### src/hw/rtl/caps_pkg.sv
`default_nettype none
// ----------------------------------------------------------------------------
// caps_pkg
// Shared types and constants for the congestion aware path selector.
// ----------------------------------------------------------------------------
package caps_pkg;

   localparam int MAX_PATHS   = 64;
   localparam int PATH_AW     = $clog2(MAX_PATHS);
   localparam int PATH_CNT_W  = $clog2(MAX_PATHS + 1);
   localparam int GROUP_COUNT = 64;
   localparam int GROUP_AW    = $clog2(GROUP_COUNT);

   localparam int QUEUE_DEPTH = 2;
   localparam int QPTR_W      = $clog2(QUEUE_DEPTH);
   localparam int QCNT_W      = $clog2(QUEUE_DEPTH + 1);

   localparam int CSR_IDX_W   = 2;
   localparam int CSR_DATA_W  = 16;

   localparam logic [CSR_IDX_W-1:0] CSR_ECN_LOW    = 2'd0;
   localparam logic [CSR_IDX_W-1:0] CSR_ECN_HIGH   = 2'd1;
   localparam logic [CSR_IDX_W-1:0] CSR_PATHS_USED = 2'd2;

   localparam logic [1:0] ACT_SET_GROUP = 2'd0;
   localparam logic [1:0] ACT_SET_ECN   = 2'd1;
   localparam logic [1:0] ACT_CHOOSE    = 2'd2;
   localparam logic [1:0] ACT_UNUSED    = 2'd3;

   localparam logic [1:0] KIND_GOOD = 2'd0;
   localparam logic [1:0] KIND_GRAY = 2'd1;
   localparam logic [1:0] KIND_KEEP = 2'd2;

   localparam logic [7:0]  GROUP_NONE = 8'hFF;
   localparam logic [15:0] ECN_MAX    = 16'hFFFF;

   typedef struct packed {
      logic [1:0]  action;
      logic [5:0]  path_idx;
      logic [7:0]  group_id;
      logic [15:0] ecn_value;
   } req_type;

   typedef struct packed {
      logic [5:0] chosen_path;
      logic [1:0] choice_kind;
   } rsp_type;

   typedef struct packed {
      logic [15:0]           ecn_low;
      logic [15:0]           ecn_high;
      logic [PATH_CNT_W-1:0] path_count;
   } cfg_type;

   typedef enum logic [1:0] {
      CMD_SET_GROUP = 2'd0,
      CMD_SET_ECN   = 2'd1,
      CMD_CHOOSE    = 2'd2
   } cmd_kind_type;

   typedef struct packed {
      cmd_kind_type kind;
      logic [5:0]   path_idx;
      logic [7:0]   group_id;
      logic [15:0]  ecn_value;
   } cmd_type;

endpackage
`default_nettype wire

### src/hw/rtl/congestion_aware_path_selector.sv
`default_nettype none
// ----------------------------------------------------------------------------
// congestion_aware_path_selector
// Chooses a path for a flow from a path-to-group table and per-group ECN.
// ----------------------------------------------------------------------------
// latency: a path choice answers after the command queue, the ring scan and the
//   drain; an out of range current path is answered in idle; table writes give none
// throughput: a choice holds the back end through scan and drain, one path entry
//   read per cycle in scan, table writes on pop; a two entry command queue in front
// reset: synchronous; thresholds 0, one path in use, table entries read as
//   invalid group and zero ECN until written; results cannot be stalled
module congestion_aware_path_selector
   import caps_pkg::*;
(
   input  wire                   clock,
   input  wire                   reset,
   input  wire                   start,
   output logic                  busy,
   input  req_type               req_data,
   output logic                  rsp_valid,
   output rsp_type               rsp_data,
   input  wire                   csr_valid,
   output logic                  csr_ready,
   input  wire [CSR_IDX_W-1:0]   csr_index,
   input  wire [CSR_DATA_W-1:0]  csr_data
);

   logic [15:0]           ecn_low_ff;
   logic [15:0]           ecn_high_ff;
   logic [6:0]            paths_ff;
   cfg_type               cfg;
   logic                  head_valid;
   cmd_type               head;
   logic                  pop;
   logic                  csr_transfer;

   assign csr_ready    = 1'b1;
   assign csr_transfer = csr_valid && csr_ready;

   always_ff @(posedge clock) begin
      if (reset) begin
         ecn_low_ff  <= '0;
         ecn_high_ff <= '0;
         paths_ff    <= 7'd1;
      end else if (csr_transfer) begin
         case (csr_index)
            CSR_ECN_LOW:    ecn_low_ff  <= csr_data;
            CSR_ECN_HIGH:   ecn_high_ff <= csr_data;
            CSR_PATHS_USED: paths_ff    <= csr_data[6:0];
            default: begin
            end
         endcase
      end
   end

   // saturate the path count at the table size
   always_comb begin
      cfg.ecn_low    = ecn_low_ff;
      cfg.ecn_high   = ecn_high_ff;
      cfg.path_count = ({1'b0, paths_ff} > 8'(MAX_PATHS)) ? PATH_CNT_W'(MAX_PATHS)
                                                         : PATH_CNT_W'(paths_ff);
   end

   caps_front u_front (
      .clock      (clock),
      .reset      (reset),
      .start      (start),
      .busy       (busy),
      .req_data   (req_data),
      .pop        (pop),
      .head_valid (head_valid),
      .head       (head)
   );

   caps_back u_back (
      .clock      (clock),
      .reset      (reset),
      .cfg        (cfg),
      .head_valid (head_valid),
      .head       (head),
      .pop        (pop),
      .rsp_valid  (rsp_valid),
      .rsp_data   (rsp_data)
   );

endmodule
`default_nettype wire

### src/hw/rtl/caps_ram.sv
`default_nettype none
// ----------------------------------------------------------------------------
// caps_ram
// Generic single write port RAM with registered read.
// ----------------------------------------------------------------------------
module caps_ram #(
   parameter int WIDTH = 8,
   parameter int DEPTH = 64
) (
   input  wire                      clock,
   input  wire                      we,
   input  wire [$clog2(DEPTH)-1:0]  waddr,
   input  wire [WIDTH-1:0]          wdata,
   input  wire [$clog2(DEPTH)-1:0]  raddr,
   output logic [WIDTH-1:0]         rdata
);

   logic [WIDTH-1:0] mem_ff [DEPTH];

   always_ff @(posedge clock) begin
      if (we) begin
         mem_ff[waddr] <= wdata;
      end
      rdata <= mem_ff[raddr];
   end

endmodule
`default_nettype wire

### src/hw/rtl/caps_front.sv
`default_nettype none
// ----------------------------------------------------------------------------
// caps_front
// Accepts requests, decodes the action and queues commands for the back end.
// ----------------------------------------------------------------------------
module caps_front
   import caps_pkg::*;
(
   input  wire      clock,
   input  wire      reset,
   input  wire      start,
   output logic     busy,
   input  req_type  req_data,
   input  wire      pop,
   output logic     head_valid,
   output cmd_type  head
);

   cmd_type           q_ff [QUEUE_DEPTH];
   logic [QPTR_W-1:0] wr_ptr_ff, wr_ptr_in;
   logic [QPTR_W-1:0] rd_ptr_ff, rd_ptr_in;
   logic [QCNT_W-1:0] cnt_ff, cnt_in;
   logic              keep;
   logic              push;
   cmd_type           cmd;

   // decode, dropping unused actions and out of range targets
   always_comb begin
      keep           = 1'b0;
      cmd.kind       = CMD_CHOOSE;
      cmd.path_idx   = req_data.path_idx;
      cmd.group_id   = req_data.group_id;
      cmd.ecn_value  = req_data.ecn_value;
      case (req_data.action)
         ACT_SET_GROUP: begin
            cmd.kind = CMD_SET_GROUP;
            keep     = ({1'b0, req_data.path_idx} < PATH_CNT_W'(MAX_PATHS));
         end
         ACT_SET_ECN: begin
            cmd.kind = CMD_SET_ECN;
            keep     = ({1'b0, req_data.group_id} < 9'(GROUP_COUNT));
         end
         ACT_CHOOSE: begin
            cmd.kind = CMD_CHOOSE;
            keep     = 1'b1;
         end
         default: begin
            keep = 1'b0;
         end
      endcase
   end

   assign busy       = (cnt_ff == QCNT_W'(QUEUE_DEPTH));
   assign push       = start && !busy && keep;
   assign head_valid = (cnt_ff != '0);
   assign head       = q_ff[rd_ptr_ff];

   always_comb begin
      wr_ptr_in = wr_ptr_ff;
      rd_ptr_in = rd_ptr_ff;
      cnt_in    = cnt_ff;
      if (push) begin
         wr_ptr_in = wr_ptr_ff + 1'b1;
      end
      if (pop && head_valid) begin
         rd_ptr_in = rd_ptr_ff + 1'b1;
      end
      if (push && !(pop && head_valid)) begin
         cnt_in = cnt_ff + 1'b1;
      end else if (!push && pop && head_valid) begin
         cnt_in = cnt_ff - 1'b1;
      end
   end

   always_ff @(posedge clock) begin
      if (reset) begin
         wr_ptr_ff <= '0;
         rd_ptr_ff <= '0;
         cnt_ff    <= '0;
      end else begin
         wr_ptr_ff <= wr_ptr_in;
         rd_ptr_ff <= rd_ptr_in;
         cnt_ff    <= cnt_in;
      end
   end

   always_ff @(posedge clock) begin
      if (push) begin
         q_ff[wr_ptr_ff] <= cmd;
      end
   end

endmodule
`default_nettype wire

### src/hw/rtl/caps_back.sv
`default_nettype none
// ----------------------------------------------------------------------------
// caps_back
// Executes table writes and runs the ring scan over the path and ECN tables.
// ----------------------------------------------------------------------------
module caps_back
   import caps_pkg::*;
(
   input  wire      clock,
   input  wire      reset,
   input  cfg_type  cfg,
   input  wire      head_valid,
   input  cmd_type  head,
   output logic     pop,
   output logic     rsp_valid,
   output rsp_type  rsp_data
);

   typedef enum logic [2:0] {
      S_IDLE  = 3'b001,
      S_SCAN  = 3'b010,
      S_DRAIN = 3'b100
   } state_type;

   state_type state_ff, state_in;

   logic [MAX_PATHS-1:0]   pv_ff, pv_in;
   logic [GROUP_COUNT-1:0] ev_ff, ev_in;

   logic                   path_we, ecn_we;
   logic [7:0]             path_rdata;
   logic [15:0]            ecn_rdata;
   logic [GROUP_AW-1:0]    ecn_raddr;

   logic [PATH_AW-1:0]     p_ff, p_in;
   logic [PATH_AW-1:0]     rem_ff, rem_in;
   logic                   first_ff, first_in;
   logic [PATH_AW-1:0]     cur_ff, cur_in;
   logic [PATH_CNT_W-1:0]  p_next;

   logic                   b_vld_ff, b_vld_in;
   logic                   b_first_ff;
   logic                   b_pv_ff;
   logic [PATH_AW-1:0]     b_path_ff;
   logic [7:0]             b_group;

   logic                   c_vld_ff;
   logic                   c_first_ff;
   logic                   c_gvalid_ff;
   logic                   c_ev_ff;
   logic [PATH_AW-1:0]     c_path_ff;
   logic [15:0]            c_ecn;
   logic                   c_ok;

   logic [15:0]            cur_ecn_ff;
   logic                   good_ff, good_in;
   logic                   gray_ff, gray_in;
   logic [PATH_AW-1:0]     good_path_ff, gray_path_ff;

   logic                   rsp_valid_ff, rsp_valid_in;
   rsp_type                rsp_data_ff, rsp_data_in;
   logic                   in_range;

   caps_ram #(.WIDTH(8), .DEPTH(MAX_PATHS)) u_path_ram (
      .clock (clock),
      .we    (path_we),
      .waddr (head.path_idx[PATH_AW-1:0]),
      .wdata (head.group_id),
      .raddr (p_ff),
      .rdata (path_rdata)
   );

   caps_ram #(.WIDTH(16), .DEPTH(GROUP_COUNT)) u_ecn_ram (
      .clock (clock),
      .we    (ecn_we),
      .waddr (head.group_id[GROUP_AW-1:0]),
      .wdata (head.ecn_value),
      .raddr (ecn_raddr),
      .rdata (ecn_rdata)
   );

   assign in_range = ({1'b0, head.path_idx} < cfg.path_count);
   assign p_next   = PATH_CNT_W'(p_ff) + 1'b1;

   // stage b: group lookup, stage c: ecn lookup and classification
   assign b_group   = b_pv_ff ? path_rdata : GROUP_NONE;
   assign ecn_raddr = b_group[GROUP_AW-1:0];
   assign c_ecn     = c_ev_ff ? ecn_rdata : '0;
   assign c_ok      = c_gvalid_ff && (c_ecn <= cur_ecn_ff);

   always_comb begin
      state_in     = state_ff;
      pop          = 1'b0;
      path_we      = 1'b0;
      ecn_we       = 1'b0;
      pv_in        = pv_ff;
      ev_in        = ev_ff;
      p_in         = p_ff;
      rem_in       = rem_ff;
      first_in     = first_ff;
      cur_in       = cur_ff;
      b_vld_in     = 1'b0;
      rsp_valid_in = 1'b0;
      rsp_data_in  = rsp_data_ff;
      case (state_ff)
         S_IDLE: begin
            if (head_valid) begin
               pop = 1'b1;
               case (head.kind)
                  CMD_SET_GROUP: begin
                     path_we = 1'b1;
                     pv_in[head.path_idx[PATH_AW-1:0]] = 1'b1;
                  end
                  CMD_SET_ECN: begin
                     ecn_we = 1'b1;
                     ev_in[head.group_id[GROUP_AW-1:0]] = 1'b1;
                  end
                  CMD_CHOOSE: begin
                     cur_in = head.path_idx[PATH_AW-1:0];
                     if (in_range) begin
                        p_in     = head.path_idx[PATH_AW-1:0];
                        rem_in   = PATH_AW'(cfg.path_count - 1'b1);
                        first_in = 1'b1;
                        state_in = S_SCAN;
                     end else begin
                        rsp_valid_in            = 1'b1;
                        rsp_data_in.chosen_path = head.path_idx;
                        rsp_data_in.choice_kind = KIND_KEEP;
                     end
                  end
                  default: begin
                     pop = 1'b1;
                  end
               endcase
            end
         end
         S_SCAN: begin
            b_vld_in = 1'b1;
            first_in = 1'b0;
            p_in     = (p_next >= cfg.path_count) ? '0 : p_next[PATH_AW-1:0];
            if (rem_ff == '0) begin
               state_in = S_DRAIN;
            end else begin
               rem_in = rem_ff - 1'b1;
            end
         end
         S_DRAIN: begin
            if (!b_vld_ff && !c_vld_ff) begin
               rsp_valid_in = 1'b1;
               if (good_ff) begin
                  rsp_data_in.chosen_path = good_path_ff;
                  rsp_data_in.choice_kind = KIND_GOOD;
               end else if (gray_ff) begin
                  rsp_data_in.chosen_path = gray_path_ff;
                  rsp_data_in.choice_kind = KIND_GRAY;
               end else begin
                  rsp_data_in.chosen_path = cur_ff;
                  rsp_data_in.choice_kind = KIND_KEEP;
               end
               state_in = S_IDLE;
            end
         end
         default: begin
            state_in = S_IDLE;
         end
      endcase
   end

   always_comb begin
      good_in = good_ff;
      gray_in = gray_ff;
      if (state_ff == S_IDLE) begin
         good_in = 1'b0;
         gray_in = 1'b0;
      end else if (c_vld_ff && !c_first_ff && c_ok) begin
         if (c_ecn < cfg.ecn_low) begin
            good_in = 1'b1;
         end else if (c_ecn < cfg.ecn_high) begin
            gray_in = 1'b1;
         end
      end
   end

   always_ff @(posedge clock) begin
      if (reset) begin
         state_ff     <= S_IDLE;
         pv_ff        <= '0;
         ev_ff        <= '0;
         b_vld_ff     <= 1'b0;
         c_vld_ff     <= 1'b0;
         good_ff      <= 1'b0;
         gray_ff      <= 1'b0;
         rsp_valid_ff <= 1'b0;
         first_ff     <= 1'b0;
         rem_ff       <= '0;
      end else begin
         state_ff     <= state_in;
         pv_ff        <= pv_in;
         ev_ff        <= ev_in;
         b_vld_ff     <= b_vld_in;
         c_vld_ff     <= b_vld_ff;
         good_ff      <= good_in;
         gray_ff      <= gray_in;
         rsp_valid_ff <= rsp_valid_in;
         first_ff     <= first_in;
         rem_ff       <= rem_in;
      end
   end

   always_ff @(posedge clock) begin
      p_ff        <= p_in;
      cur_ff      <= cur_in;
      rsp_data_ff <= rsp_data_in;
      b_first_ff  <= first_ff;
      b_pv_ff     <= pv_ff[p_ff];
      b_path_ff   <= p_ff;
      c_first_ff  <= b_first_ff;
      c_gvalid_ff <= ({1'b0, b_group} < 9'(GROUP_COUNT));
      c_ev_ff     <= ev_ff[ecn_raddr];
      c_path_ff   <= b_path_ff;
      if (c_vld_ff && c_first_ff) begin
         cur_ecn_ff <= c_gvalid_ff ? c_ecn : ECN_MAX;
      end
      if (!good_ff && good_in) begin
         good_path_ff <= c_path_ff;
      end
      if (!gray_ff && gray_in) begin
         gray_path_ff <= c_path_ff;
      end
   end

   assign rsp_valid = rsp_valid_ff;
   assign rsp_data  = rsp_data_ff;

   a_issue_in_scan: assert property (@(posedge clock) disable iff (reset)
      b_vld_ff |-> $past(state_ff == S_SCAN))
      else $error("path lookup issued outside scan");

   a_stage_order: assert property (@(posedge clock) disable iff (reset)
      c_vld_ff |-> $past(b_vld_ff))
      else $error("ecn stage without group stage");

   a_found_other: assert property (@(posedge clock) disable iff (reset)
      (rsp_valid_ff && rsp_data_ff.choice_kind != KIND_KEEP)
         |-> (rsp_data_ff.chosen_path != cur_ff))
      else $error("found path equals current path");

   a_drain_empty: assert property (@(posedge clock) disable iff (reset)
      (state_ff == S_DRAIN && state_in == S_IDLE) |-> !c_vld_ff && !b_vld_ff)
      else $error("response issued with scan in flight");

endmodule
`default_nettype wire
### config.mk
export PLATFORM = sky130hd
export DESIGN_NAME = congestion_aware_path_selector
export DESIGN_NICKNAME = d
export VERILOG_FILES = /design/src/hw/rtl/caps_pkg.sv /design/src/hw/rtl/congestion_aware_path_selector.sv /design/src/hw/rtl/caps_ram.sv /design/src/hw/rtl/caps_front.sv /design/src/hw/rtl/caps_back.sv
export SDC_FILE = /design/constraint.sdc
export NUM_CORES = 2
export LEC_CHECK = 0
export ABC_AREA = 1
export BUFFER_PORTS_ARGS = -buffer_cell sky130_fd_sc_hd__buf_2
export CAP_MARGIN = 20
export CELL_PAD_IN_SITES_DETAIL_PLACEMENT = 2
export CELL_PAD_IN_SITES_GLOBAL_PLACEMENT = 2
export CORE_ASPECT_RATIO = 1.75
export CORE_UTILIZATION = 35
export CTS_BUF_LIST = sky130_fd_sc_hd__clkbuf_8 sky130_fd_sc_hd__clkbuf_16
export DETAILED_ROUTE_END_ITERATION = 7
export MAX_ROUTING_LAYER = met4
export PLACE_DENSITY = 0.78
export SLEW_MARGIN = 15
export SYNTH_ARGS = -nofsm -noshare
export SYNTH_HDL_FRONTEND = slang
export SYNTH_SLANG_ARGS = --single-unit
### constraint.sdc
create_clock -name clock -period 3 [get_ports clock]
set_clock_uncertainty 0.05 [all_clocks]
set_input_delay 0.3 -clock clock [delete_from_list [all_inputs] [get_ports clock]]
set_output_delay 0.3 -clock clock [all_outputs]
set_load 0.05 [all_outputs]
== After elaboration in Yosys (flattened, before gate mapping) ==
Memories as Yosys holds them, arrays and structs flattened. A register that Yosys moved wholly into a read port is not among the register bits.
Cells that the tools add are included.
Operators by class
  add/subtract/negate cells: 7
  order comparisons: 14
  equality and inequality tests: 17
  muxes and demuxes: 71
  bitwise operators: 2
  reductions and logical operators: 42
Operators by type and width (number)
  bitwise OR 64 bit: 2
  two-way mux 8 bit: 7
  two-way mux 6 bit: 8
  two-way mux 1 bit: 35
  less-than comparator 16 bit: 2
  less-than comparator 6 x 7 -> 1 bit (second input constant): 4
  one-hot mux 6 bit (2 select lines): 2
  <= comparator 16 bit: 1
  less-than comparator 8 x 7 -> 1 bit (second input constant): 2
  two-way mux 16 bit: 1
  one-hot mux 8 bit (2 select lines): 1
  logical AND 1 bit: 15
  two-way mux 3 bit: 5
  AND reduction 5 bit: 3
  binary-select mux 1 bit (select 6 bit): 2
  demux 1 bit (select 6 bit): 2
  greater-or-equal comparator 6 x 1 -> 1 bit (second input constant): 2
  subtractor 6 x 1 -> 6 bit (second input constant): 2
  one-hot mux 3 bit (3 select lines): 1
  AND reduction 3 bit: 3
  equality test 2 bit (second input constant): 4
  zero test 1 bit: 8
  inequality test 2 bit (second input constant): 4
  nonzero test 2 bit: 4
  other kinds (21): 33
Word-level totals
  register bits: 251
  memory bits (writable): 1600
  output and inout port bits: 11
  memories kept: 3
Memories
  u_back.u_ecn_ram.mem_ff: words 64, width 16, read ports 1, clocked after Yosys merged registers in 1, wr ports 1, RTL line caps_ram.sv:18  | logic [WIDTH-1:0] mem_ff [DEPTH];
  u_back.u_path_ram.mem_ff: words 64, width 8, read ports 1, clocked after Yosys merged registers in 1, wr ports 1, RTL line caps_ram.sv:18
  u_front.q_ff: words 2, width 32, read ports 1, clocked after Yosys merged registers in 1, wr ports 1, RTL line caps_front.sv:19  | cmd_type q_ff [QUEUE_DEPTH];

== Depth between registers and ports, before layout ==
  word-level depth: 9
  depth in mapped cells: 17
  depth with buffers taken out: 16

== Hierarchy ==
A second synthesis with hierarchy kept.
Second synthesis, totals
  cells, all modules: 7063
  area, all modules: 78230.0 µm²
By module, submodules not included
  caps_ram at u_back.u_ecn_ram: times used 1, cells an instance 3517, area each 42099.1 µm²
  caps_ram at u_back.u_path_ram: times used 1, cells an instance 1805, area each 21339.2 µm²
  caps_back: times used 1, cells an instance 1374, area each 10471.3 µm²
  caps_front: times used 1, cells an instance 146, area each 2612.5 µm²
  congestion_aware_path_selector: times used 1, cells an instance 221, area each 1707.9 µm²

== Worst setup path before layout ==
OpenSTA, ideal clock, no wires.
  path kind: register -> register
  from: register (tool-made name)
  to: memory u_back.u_ecn_ram.mem_ff[11][0], enable pin
  setup time: 0.390 ns
  data arrival time: 2.839 ns
  slack: -0.279 ns
  cell stages (with the launch flop): 10
  path buffers: 1
  period minus slack after synthesis: 3.279 ns
  cells stage by stage: dfxtp_1 inv_2 clkbuf_1 or2_2 o21ai_0 inv_1 nand2_2 nor2_2 inv_2 nor2_1
RTL lines (RTL line)
  end: declaration: caps_ram.sv:18

==> impl_metrics.yaml <==
floorplan:
  initial_core_util_pct: 35.2
  die_w_um: 350
  rows: 223
  fp.dieArea_mm2: 0.214
  core-area_mm2: 0.211
  fp.dieH_um: 612
  ioPinCount: 65
timing:
  setup_violations: 2
  fin_crit_ps: 3030
  hold_viol: 0
  clock.fmax_mhz: 330
  maxSlewViolCount: 0
  slew_headroom_pct: 30.1
  worst_slack_ps: -28.1
  fin_crit_sh_pct: 101
  rsz0062_at_grt: "true"
  tightestPinTransition_ps: 1050
grt:
  grt_usage_pct: 26.8
  grt_pass1_wl_um: 412000
  grt_max_degree: 94
  grt_pass1_vias: 59798
  grt_overflow: 0
  antenna_found_initial: 10
place:
  hpwl_um: 175000
  place_congestion: 0.871
  portBuffers: 63
drt:
  wl_per_cell_um: 30.1
  drcViolationCount: 0
  initialDrtViolationCount: 4279
  num_vias: 53315
  ant_nets: 0
  wirelength_um: 283000
  first_pass_iters: 6
  viasPerCell: 5.68
clock_tree:
  cts.sinks: 1876
  cts_tree: "yes"
  cts_made_buffers: 183
  cts_buffer_depth: 4
  insertion_delay_ps: 880
  cts_root_buf: "clkbuf_16"
  htreeDepth: 4
  cts.clk_slew.worst_paths_ps: 70
setup_path:
  cpMaxStageDelayCell: "edfxtp_1"
  worstPathCellList: "clkinv_2 -> buf_12 -> buf_4 -> o21ai_0 -> o22ai_1 -> nand2_1 -> nand2_1 -> a21oi_1 -> o21ai_0 -> o211ai_1 -> nand2_1"
  crit_type: "register to register"
  endpoint_kind: "register"
  crit_top_cell: "nand2_1"
  cp.required_ps: 3670
  worstSetupStartpointType: "register"
  cpLargestDelayFamily: "compound AO/OA/AOI/OAI gates"
  critPathMaxFanout: 15
  critical_path_buf_inv_count: 3
  arrival_ps: 3690
  max_stage_delay_ps: 510
  r2r_slack_ps: -30
yosys:
  synth_top_area_cell: "edfxtp_1"
  synth_compound_area_share_pct: 13.0
  synth-warning-count: 0
  synth_top_family_by_area: "compound AO/OA/AOI/OAI gates"
  ys_seq_area_share_pct: 72.7
  synth-simple-area-share_pct: 10.1
  syn-instance-count: 6124
  synth-xor-area-share_pct: 0.0943
  ys_ff_latch: 1876
  synth_ff_type: "edfxtp_1"
  synthMuxAreaShare_pct: 0
  async_flop_share_pct: 0
  synth_edf_count: 1648
  syn_avg_cell_area_um2: 12.1
  synth_top_area_share_pct: 66.6
  synthTopCellsByCount: "edfxtp_1, nor2_1, o21ai_0"
  syn_nets: 6235
  synth_area_leaders: "edfxtp_1, nor2_1, o21ai_0"
  yosys.cell_count.top_type: "edfxtp_1"
  synthAdderAreaFrac_pct: 0.960
  netlist_area_mm2: 0.0743
  synthDistinctLibCells: 43
power:
  cellPowerDensity_mw_per_mm2: 768
  finalPower_uw: 67300
  ir_drop_mv: 0.500
  p_leak_uw: 0.0295
run_status:
  status: "complete, but fails checks"
  violations: "negative setup slack"
cells_and_area:
  area_growth_pct: 18.0
  drive_above_1_share_pct: 13.1
  utilization_pct: 41.6
  n_fill_cell: 21263
  seq_area_mm2: 0.0541
  nets: 6531
  multi_input_area_mm2: 0.0181
flow_run:
  maxCapViolCount: 0
hold_path:
  hold_class: "input pin to register"
==> worst reg2reg max path, stage by stage (launching register included) <==
cell and delay (ps):
edfxtp_1 510, clkinv_2 260, buf_12 220, buf_4 200
o21ai_0 110, o22ai_1 160, nand2_1 100, nand2_1 70
a21oi_1 450, o21ai_0 270, o211ai_1 290, nand2_1 210
==> sequential cells by signal (all words and copies together) (netlist names), 7 cells and up, named ones only <==
register                  flops
u_back.u_path_ram.mem_ff    512
u_back.pv_ff                 64
u_back.u_ecn_ram.mem_ff    1024
u_back.rsp_data               8
u_front.q_ff                 64
u_back.ev_ff                 64
ecn_low_ff                   16
paths_ff                      7
ecn_high_ff                  16
u_back.u_path_ram.rdata       8
u_back.cur_ecn_ff            16
u_back.u_ecn_ram.rdata       16
==> kinds of logic (layout without fill, tap and decap cells) <==
logic type               Yosys count  after routing
AO/OA/AOI/OAI                   1674           1674
XOR/XNOR                           8              8
other                              1             12
buffers and inverters            599           1041
flip-flops                      1876           1876
AND/OR/NAND/NOR                 1909           1909
adder cells (fa/ha/maj)           57             57
==> final timing paths <==
check | startpoint | to | cells past startpoint
worst min register to register | u_back.b_path_ff[0] | u_back.c_path_ff[0] | 0
worst max register to register | u_back.p_ff[1] | u_back.u_path_ram.rdata[6] | 11
worst min-delay path | req_data[9] | u_front.q_ff[0][9] | 2
worst max-delay path | u_back.p_ff[1] | u_back.u_path_ram.rdata[6] | 11
==> layout make-up <==
| cell class | instances | area share (%) |
|---|---|---|
| sequential | 1876 | 61.7 |
| multi-input combinational | 3649 | 20.6 |
| timing repair buffer | 506 | 5.98 |
| clock buffer | 207 | 5.64 |
| tap | 2812 | 4.01 |
| clock inverter | 124 | 1.10 |
| inverter | 204 | 0.913 |
| antenna | 11 | 0.0314 |
==> per-stage QoR <==
| stage | std cells | setup TNS (ps) | setup WS [ps] | area [um2] | hold slack [ps] |
|---|---|---|---|---|---|
| 2_1_floorplan | 6124 | -7690 | -24.0 | 74300 | 260 |
| 3_5_place_dp | 8984 | -969 | -143 | 81000 | 265 |
| 5_1_grt | 9387 | -9.46 | -9.46 | 87700 | 156 |
| 4_1_cts | 9377 | -1.45 | -1.45 | 87600 | 112 |
| 3_3_place_gp | 8984 | -537 | -76.5 | 81000 | 261 |
| 6_report | 9389 | -33.3 | -28.1 | 87700 | 169 |
==> cell usage in the layout, fill, tap and decap left out, types with 62 or more instances in the layout <==
cell       count
o211ai_1     286
edfxtp_1    1648
buf_2         62
nand3_1      131
nor2_1      1400
inv_1        188
o21ai_0      969
nand2_1      278
buf_12       104
dfxtp_1      221
clkbuf_16    187
a21oi_1       75
buf_4        272
o22ai_1      273
==> routing by layer <==
metal / vias to the layer above / global-route usage (%) / wire length (um)
met2: 1742 / 48.1 / 151000
met1: 28020 / 27.6 / 99300
met3: 722 / 2.98 / 11600
met5: - / - / 0
met4: 0 / 17.4 / 20300
li1: 22831 / - / -
==> power by group <==
part	switching (uW)	internal [uW]	leakage [uW]	total (uW)
Combinational	9550	3520	0.00973	13100
Clock	10600	13000	0.00304	23600
Sequential	555	30100	0.0167	30600
==> what timing repair did <==
action | CTS | global route
pin swaps | 3 | 0
setup endpoints to repair | 29 | 19
hold endpoints to repair | 131 | 0
buffers inserted | 4 | 0
cloned | 1 | 1
hold buffers | 57 | 0
gates resized for setup | 13 | 12
(Power assumes the default switching activity.)
